## src/rtl/core/pidc_pkg.sv

```systemverilog
// Shared types and constants for the clamped PID controller.
`default_nettype none
package pidc_pkg;
	localparam int unsigned DataW = 32;
	localparam int unsigned FracW = 16;
	localparam int unsigned AddrW = 5;
	localparam int unsigned MulW  = 33;
	localparam int unsigned ProdW = 2 * MulW;
	localparam int unsigned NumW  = DataW + 1 + FracW;
	localparam int unsigned TermW = ProdW + 1 - FracW;
	localparam int unsigned TotW  = TermW + 2;
	localparam int unsigned CntW  = 6;

	localparam logic [2:0] REG_GAIN_P = 3'd0;
	localparam logic [2:0] REG_GAIN_I = 3'd1;
	localparam logic [2:0] REG_GAIN_D = 3'd2;
	localparam logic [2:0] REG_LIMIT  = 3'd3;
	localparam logic [2:0] REG_STEP_MIN = 3'd4;
	localparam logic [2:0] REG_STEP_MAX = 3'd5;

	typedef enum logic [3:0] {
		ST_IDLE, ST_MUL_INT, ST_INT, ST_DIV, ST_DSAT,
		ST_MUL_P, ST_ADD_P, ST_MUL_I, ST_ADD_I, ST_MUL_D, ST_ADD_D, ST_FIN
	} pidc_state_t;
endpackage
`default_nettype wire

```

## src/rtl/core/pid_controller_clamped.sv

```systemverilog
// Top level of the clamped PID controller: sequencer, bit-serial multiplier and divider.
`default_nettype none
// One transaction on the input channel yields one transaction on the result channel.
// The time step is clamped to [step_min, step_max] (a zero step becomes 1 LSB), the
// error times the step is added to the clamped integral, the derivative is the change
// in error over the step, and the drive is the saturated sum of three gain terms.
// All arithmetic runs through one shift-add multiplier (one bit per cycle) and one
// restoring divider (one quotient bit per cycle). An item passes through the integral
// product and update, the derivative division and saturation, and the three gain
// products and sums before it reaches the result register; a new transaction is taken
// in the cycle after the result is loaded, while that result may still wait for ready.
// Registers are written through the APB port at byte address 4*index.
module pid_controller_clamped (
	input  wire logic                clk,
	input  wire logic                arst_n,
	input  wire logic                psel,
	input  wire logic                penable,
	input  wire logic                pwrite,
	input  wire logic [4:0]          paddr,
	input  wire logic [31:0]         pwdata,
	output logic [31:0]              prdata,
	output logic                     pready,
	input  wire logic                valid,
	output logic                     ready,
	input  wire logic signed [31:0]  error_in,
	input  wire logic [31:0]         step_time,
	input  wire logic                clear_first,
	output logic                     res_valid,
	input  wire logic                res_ready,
	output logic signed [31:0]       drive,
	output logic                     saturated
);
	import pidc_pkg::*;

	// configuration
	logic [DataW-1:0] gp_q, gi_q, gd_q, smin_q, smax_q;
	logic [DataW-2:0] lim_q;
	logic             wr_en;
	logic [2:0]       reg_idx;

	// sequencer and working registers
	pidc_state_t      state_q, state_d;
	logic [CntW-1:0]  cnt_q;
	logic [DataW-1:0] err_q, step_q, integ_q, last_q, deriv_q;
	logic             hit_q;
	logic signed [TotW-1:0] tot_q;

	// multiplier
	logic [MulW-1:0]  mul_a_q;
	logic [ProdW-1:0] mul_p_q;
	logic             mul_neg_q;
	logic [MulW:0]    mul_sum;
	logic signed [ProdW:0] prod;
	logic signed [TermW-1:0] term;

	// divider
	logic [DataW-1:0] rem_q;
	logic [NumW-1:0]  quo_q;
	logic             div_neg_q;
	logic [DataW:0]   div_t;
	logic [DataW+1:0] div_diff;

	// misc datapath
	logic [DataW-1:0] s_lo, s_hi, s_clamp;
	logic signed [TermW+1:0] acc_new, lim_pos, lim_neg;
	logic signed [DataW:0]   diff;
	logic [DataW:0]   diff_mag;
	logic             mul_last, div_last, out_load;

	assign pready  = 1'b1;
	assign reg_idx = paddr[4:2];
	assign wr_en   = psel && penable && pwrite;

	always_comb begin
		case (reg_idx)
			REG_GAIN_P:   prdata = gp_q;
			REG_GAIN_I:   prdata = gi_q;
			REG_GAIN_D:   prdata = gd_q;
			REG_LIMIT:    prdata = {1'b0, lim_q};
			REG_STEP_MIN: prdata = smin_q;
			REG_STEP_MAX: prdata = smax_q;
			default:      prdata = '0;
		endcase
	end

	always_ff @(posedge clk or negedge arst_n) begin
		if (!arst_n) begin
			gp_q   <= 32'd39322;
			gi_q   <= 32'd3277;
			gd_q   <= 32'd6554;
			lim_q  <= 31'd6553600;
			smin_q <= 32'd66;
			smax_q <= 32'd6554;
		end else if (wr_en) begin
			case (reg_idx)
				REG_GAIN_P:   gp_q   <= pwdata;
				REG_GAIN_I:   gi_q   <= pwdata;
				REG_GAIN_D:   gd_q   <= pwdata;
				REG_LIMIT:    lim_q  <= pwdata[DataW-2:0];
				REG_STEP_MIN: smin_q <= pwdata;
				REG_STEP_MAX: smax_q <= pwdata;
				default: ;
			endcase
		end
	end

	// step window; upper clamp last, zero becomes one LSB
	assign s_lo    = (step_time < smin_q) ? smin_q : step_time;
	assign s_hi    = (s_lo > smax_q) ? smax_q : s_lo;
	assign s_clamp = (s_hi == '0) ? DataW'(1) : s_hi;

	// shift-add step: low half holds the remaining multiplier bits
	assign mul_sum = mul_p_q[0] ? ({1'b0, mul_p_q[ProdW-1:MulW]} + {1'b0, mul_a_q})
	                            : {1'b0, mul_p_q[ProdW-1:MulW]};
	assign prod    = mul_neg_q ? -$signed({1'b0, mul_p_q}) : $signed({1'b0, mul_p_q});
	// round half up then drop the fraction
	assign term    = TermW'((prod + (ProdW+1)'(32768)) >>> FracW);

	assign div_t    = {rem_q, quo_q[NumW-1]};
	assign div_diff = {1'b0, div_t} - {2'b00, step_q};

	assign acc_new = (TermW+2)'($signed(integ_q)) + (TermW+2)'(term);
	assign lim_pos = (TermW+2)'($signed({1'b0, lim_q}));
	assign lim_neg = -lim_pos;
	assign diff    = $signed({err_q[DataW-1], err_q}) - $signed({last_q[DataW-1], last_q});
	assign diff_mag = diff[DataW] ? DataW'(0) - diff : diff;

	assign mul_last = (cnt_q == CntW'(MulW - 1));
	assign div_last = (cnt_q == CntW'(NumW - 1));
	assign out_load = (state_q == ST_FIN) && (!res_valid || res_ready);

	always_comb begin
		state_d = state_q;
		case (state_q)
			ST_IDLE:    if (valid) state_d = ST_MUL_INT;
			ST_MUL_INT: if (mul_last) state_d = ST_INT;
			ST_INT:     state_d = ST_DIV;
			ST_DIV:     if (div_last) state_d = ST_DSAT;
			ST_DSAT:    state_d = ST_MUL_P;
			ST_MUL_P:   if (mul_last) state_d = ST_ADD_P;
			ST_ADD_P:   state_d = ST_MUL_I;
			ST_MUL_I:   if (mul_last) state_d = ST_ADD_I;
			ST_ADD_I:   state_d = ST_MUL_D;
			ST_MUL_D:   if (mul_last) state_d = ST_ADD_D;
			ST_ADD_D:   state_d = ST_FIN;
			ST_FIN:     if (out_load) state_d = ST_IDLE;
			default:    state_d = ST_IDLE;
		endcase
	end

	always_comb begin
		ready = (state_q == ST_IDLE);
	end

	always_ff @(posedge clk or negedge arst_n) begin
		if (!arst_n) begin
			state_q   <= ST_IDLE;
			cnt_q     <= '0;
			integ_q   <= '0;
			last_q    <= '0;
			res_valid <= 1'b0;
		end else begin
			state_q <= state_d;
			if (state_q == ST_MUL_INT || state_q == ST_DIV || state_q == ST_MUL_P
			    || state_q == ST_MUL_I || state_q == ST_MUL_D) begin
				cnt_q <= (state_d == state_q) ? cnt_q + CntW'(1) : '0;
			end else begin
				cnt_q <= '0;
			end
			if (ready && valid && clear_first) begin
				integ_q <= '0;
				last_q  <= '0;
			end
			if (state_q == ST_INT) begin
				if (acc_new > lim_pos)      integ_q <= DataW'(lim_pos);
				else if (acc_new < lim_neg) integ_q <= DataW'(lim_neg);
				else                        integ_q <= DataW'(acc_new);
			end
			if (out_load) begin
				last_q    <= err_q;
				res_valid <= 1'b1;
			end else if (res_ready) begin
				res_valid <= 1'b0;
			end
		end
	end

	// operand loads for the shared multiplier and the divider, divider steps and term sums
	always_ff @(posedge clk) begin
		case (state_q)
			ST_IDLE: begin
				err_q     <= error_in;
				step_q    <= s_clamp;
				mul_a_q   <= error_in[DataW-1] ? MulW'(0) - {1'b1, error_in}
				                               : {1'b0, error_in};
				mul_p_q   <= {{MulW{1'b0}}, 1'b0, s_clamp};
				mul_neg_q <= error_in[DataW-1];
			end
			ST_INT: begin
				rem_q     <= '0;
				quo_q     <= {diff_mag, {FracW{1'b0}}};
				div_neg_q <= diff[DataW];
			end
			ST_DIV: begin
				if (!div_diff[DataW+1]) begin
					rem_q <= div_diff[DataW-1:0];
					quo_q <= {quo_q[NumW-2:0], 1'b1};
				end else begin
					rem_q <= div_t[DataW-1:0];
					quo_q <= {quo_q[NumW-2:0], 1'b0};
				end
			end
			ST_DSAT: begin
				hit_q <= 1'b0;
				if (div_neg_q) begin
					if (quo_q > NumW'(33'h080000000)) begin
						deriv_q <= 32'h80000000;
						hit_q   <= 1'b1;
					end else begin
						deriv_q <= DataW'(0) - quo_q[DataW-1:0];
					end
				end else if (quo_q > NumW'(32'h7fffffff)) begin
					deriv_q <= 32'h7fffffff;
					hit_q   <= 1'b1;
				end else begin
					deriv_q <= quo_q[DataW-1:0];
				end
				tot_q     <= '0;
				mul_a_q   <= gp_q[DataW-1] ? MulW'(0) - {1'b1, gp_q} : {1'b0, gp_q};
				mul_p_q   <= {{MulW{1'b0}}, err_q[DataW-1] ? MulW'(0) - {1'b1, err_q}
				                                           : {1'b0, err_q}};
				mul_neg_q <= gp_q[DataW-1] ^ err_q[DataW-1];
			end
			ST_ADD_P: begin
				tot_q     <= tot_q + TotW'(term);
				mul_a_q   <= gi_q[DataW-1] ? MulW'(0) - {1'b1, gi_q} : {1'b0, gi_q};
				mul_p_q   <= {{MulW{1'b0}}, integ_q[DataW-1] ? MulW'(0) - {1'b1, integ_q}
				                                             : {1'b0, integ_q}};
				mul_neg_q <= gi_q[DataW-1] ^ integ_q[DataW-1];
			end
			ST_ADD_I: begin
				tot_q     <= tot_q + TotW'(term);
				mul_a_q   <= gd_q[DataW-1] ? MulW'(0) - {1'b1, gd_q} : {1'b0, gd_q};
				mul_p_q   <= {{MulW{1'b0}}, deriv_q[DataW-1] ? MulW'(0) - {1'b1, deriv_q}
				                                             : {1'b0, deriv_q}};
				mul_neg_q <= gd_q[DataW-1] ^ deriv_q[DataW-1];
			end
			ST_ADD_D: tot_q <= tot_q + TotW'(term);
			ST_MUL_INT, ST_MUL_P, ST_MUL_I, ST_MUL_D:
				mul_p_q <= {mul_sum, mul_p_q[MulW-1:1]};
			default: ;
		endcase
	end

	// result register
	always_ff @(posedge clk) begin
		if (out_load) begin
			if (tot_q > TotW'(32'sh7fffffff)) begin
				drive     <= 32'h7fffffff;
				saturated <= 1'b1;
			end else if (tot_q < -TotW'(33'sh080000000)) begin
				drive     <= 32'h80000000;
				saturated <= 1'b1;
			end else begin
				drive     <= DataW'(tot_q);
				saturated <= hit_q;
			end
		end
	end

	// input is taken only in the idle state, and the sequencer leaves it right after
	a_take_leaves_idle: assert property (@(posedge clk) disable iff (!arst_n)
		(valid && ready) |=> (state_q == ST_MUL_INT))
		else $error("sequencer did not start after input transaction");
	// divisor is never zero while dividing
	a_div_nonzero: assert property (@(posedge clk) disable iff (!arst_n)
		(state_q == ST_DIV) |-> (step_q != '0))
		else $error("zero divisor in derivative");
	// a result appears only as the sequencer finishes
	a_result_from_fin: assert property (@(posedge clk) disable iff (!arst_n)
		$rose(res_valid) |-> ($past(state_q) == ST_FIN))
		else $error("result without finished item");
endmodule
`default_nettype wire
```

## config.mk

```make
export PLATFORM = sky130hd
export DESIGN_NAME = pid_controller_clamped
export DESIGN_NICKNAME = d
export VERILOG_FILES = /design/src/rtl/core/pidc_pkg.sv /design/src/rtl/core/pid_controller_clamped.sv
export SDC_FILE = /design/constraint.sdc
export NUM_CORES = 2
export LEC_CHECK = 0
export ABC_AREA = 1
export BUFFER_PORTS_ARGS = -buffer_cell sky130_fd_sc_hd__buf_2
export CORE_MARGIN = 2
export CORE_UTILIZATION = 55
export CTS_CLUSTER_DIAMETER = 50
export DETAILED_ROUTE_END_ITERATION = 7
export PLACE_DENSITY = 0.83
export SYNTH_ARGS = -nofsm -noshare
export SYNTH_HDL_FRONTEND = slang
export SYNTH_SLANG_ARGS = --single-unit
```

## constraint.sdc

```tcl
create_clock -name clk -period 8 [get_ports clk]
set_input_delay 1.2 -clock clk [delete_from_list [all_inputs] [get_ports clk]]
set_output_delay 1.2 -clock clk [all_outputs]
set_load 0.02 [all_outputs]
```

==> results.txt <==
DR vias/cell: 6.100
Biggest area consumer among synthesized cells: edfxtp_1
Area growth from synthesis to layout: 10.74%
Area contributors post-synth: edfxtp_1, nand2_1, dfrtp_1
Max_cap viols: 0
Syn Std Cell Area: 54340 sq um
Post-synthesis net count: 8242
Vias in the first global route: 52982
Worst path required time: 8.55 ns
Clk_lat worst skew: 0.71 ns
CTS max path bufs: 3
Max-slew headroom: 11.89%
Final Skew: 0.06571 ns
Post-synthesis cell count: 7767
Hold-fix buffers at CTS: 0
Worst Path Max Fanout: 33
Routed wire length: 206100 um
Placed Cells: 9113
Post-DR wirelength/cell: 22.16 um
Die W: 318.3 um
Grt ovf: 0
Delay-heaviest family, CP: simple AND/OR/NAND/NOR gates
Internal: 0.01242 W
WL met3: 24280 um
Tcrit/Tclk final: 93.93%
Met1 Wirelength: 76790 um
Most frequent cell after synthesis: nand2_1
Metal2 WL: 87670 um
Setup_tns: 0 ns
CP most frequent cell: nand2_1
Critical path arrival: 8.07 ns
Minimum clock period: 7.515 ns
CP Capture Type: register
CTS Buf Count: 95
RSZ-0062 raised after global routing: no
Ys async rst share: 42.16%
Initial DRC count: 7910
Slowest library cell on the worst path: edfxtp_1
Fin. Hold Viols: 0
Status: finished with violations
Clk sinks: 631
Post-synth EDFFs: 365
PnR Total Power: 0.02690 W
Commonest cells post-synth: nand2_1, inv_1, nor2_1
Post-route insts no fill: 9302
Final Max Tran Viols: 0
Max Used Layer: met5
Dpl hpwl: 163100 um
Final antenna-violating net count: 0
Fraction of layout cells with a size suffix above 1: 8.420%
Max VDD drop: 240.3 uV
Seq pwr share: 21.0%
Top_reg_cell synth: edfxtp_1
Pwr/cell area: 447.0 nW/um^2
WP buf/inv: 4
Largest net degree at the start of global routing: 153
Startpoint class of the critical path: register
Yosys reg bits: 631
Sw Share: 53.83%
Die area: 101300 sq um
Core area: 98130 sq um
Antenna violations before repair: 11
Starting density of the core: 55.38%
Via count: 56746
Syn Area/Cell: 6.997 sq um
Port Buffers: 173
H-tree depth: 3
CTS tree: yes
# IOs: 177
Worst Hold Class: register to register
Clock power frac: 15.9%
Kind of critical path: register to register
All-layer global routing usage: 39.65%
Die Y: 318.3 um
Unique masters post-synth: 80
Worst-margin pin slew: 1.319 ns
Clk root buf: clkbuf_16
NetSw: 0.01448 W
Post-synthesis sequential area ratio: 32.50%
Top-area cell type share of the netlist area: 20.17%
RePlAce Congestion: 1.029
Net count reported at finish: 8399
Wire length of the first global-routing pass: 309100 um
Row count: 115
Leak: 28.03 nW
Max Clk Rate: 133.1 MHz
Drt first pass iters: 8
Gate power share: 63.0%
Clock-pin slew of the registers on the worst-case setup and hold paths: 0.06 ns
Setup-failing EPs final: 0
Syn. warnings: 0
CP peak stage delay: 0.49 ns
Failing checks: DRC
Number of remaining DRC errors: 5
-- flip-flops by register name, indices dropped and copies added, names as in the netlist, 33 cells and up --
register,flops
quo_q,49
mul_a_q,33
mul_p_q,66
tot_q,53
-- per-layer routing --
metal,track usage [%],vias up
li1,-,26361
met1,49.75,26186
met2,59.82,3420
met3,9.476,773
met4,28.44,6
met5,1.087,-
-- per-stage QoR --
| stage | utilization (%) | setup slack [ns] | hold slack, ns | area (sq um) |
|---|---|---|---|---|
| floorplan | - | 2.156 | 0.4546 | 54340 |
| global placement | 57.95 | 0.7240 | 0.4692 | 56870 |
| detailed placement | 57.95 | 0.6184 | 0.4842 | 56870 |
| CTS | 61.27 | 0.5851 | 0.4923 | 60120 |
| global route | 61.31 | 0.003007 | 0.5325 | 60170 |
| finish | 61.32 | 0.4853 | 0.4939 | 60180 |
-- path summary, 6_finish.rpt --
check,endpoint,cells after the start,startpoint,slack [ns]
setup reg to reg,integ_q[13],38,mul_p_q[18],0.49
max in group asynchronous,integ_q[31],2,arst_n,5.83
min in group asynchronous,gd_q[6],1,arst_n,0.60
hold reg to reg,cnt_q[0],1,cnt_q[0],0.49
setup / recovery,integ_q[13],38,mul_p_q[18],0.49
hold / removal,cnt_q[0],1,cnt_q[0],0.49
-- power groups by stage --
stage	combinational, W	sequential, W	clock (W)
5_1_grt	0.0185	0.00569	0.00442
3_5_place_dp	0.0163	0.00563	0
3_3_place_gp	0.0160	0.00561	0
4_1_cts	0.0165	0.00559	0.00429
2_1_floorplan	0.0113	0.00518	0
6_report	0.0170	0.00566	0.00428
-- worst register-to-register path: cells and delay by family, from the launching register on --
kind	cells	cell delay [ns]
fa+ha+maj	2	0.76
buf+inv	4	0.63
xor+xnor	2	0.66
compound gates	5	1.07
flops	1	0.49
simple gates	25	3.78
-- cell usage in the layout, fill, tap and decap left out, types with 20 or more instances in the layout --
cell,count
nand2_1,1798
inv_1,1105
nor2_1,777
o21ai_0,605
a21oi_1,549
nand3_1,473
edfxtp_1,365
ha_1,361
dfrtp_1,231
xor2_1,209
buf_2,172
nor3_1,120
nand4_1,110
buf_4,99
clkbuf_16,97
o211ai_1,67
xnor2_1,63
o22ai_1,59
nor4_1,59
or2_2,58
a31oi_1,44
dfstp_2,34
o221ai_1,32
o21bai_1,31
o2111ai_1,27
o21a_1,25
nor2_2,24
a221oi_1,24
a22oi_1,24
nor2_4,22
nand3b_1,21
o21ai_1,20
o31ai_1,20
inv_6,20
-- area by class of cell --
class                      instances  area (sq um)
antenna                           10         25.02
clock buffer                     108          2502
clock inverter                    70         750.7
fill                            9049         37950
inverter                        1123          4215
multi-input combinational       5798         31740
sequential                       631         17660
tap                             1287          1610
timing repair buffer             275          1670
-- kinds of logic (layout without fill, tap and decap cells) --
family,after synthesis,after routing,synth area share (%)
AND/OR/NAND/NOR,3536,3536,27.99
adder cells (fa/ha/maj),366,366,8.496
other,2,12,0.01382
flip-flops,631,631,32.50
AO/OA/AOI/OAI,1609,1609,16.85
XOR/XNOR,285,285,4.773
buffers and inverters,1338,1576,9.387
-- timing repair --
item / CTS / global route
setup buffers: 0 / 1
gates resized for setup: 0 / 4
endpoints found under the setup margin: 0 / 20
No activity file was read; power rests on OpenSTA's default activity.
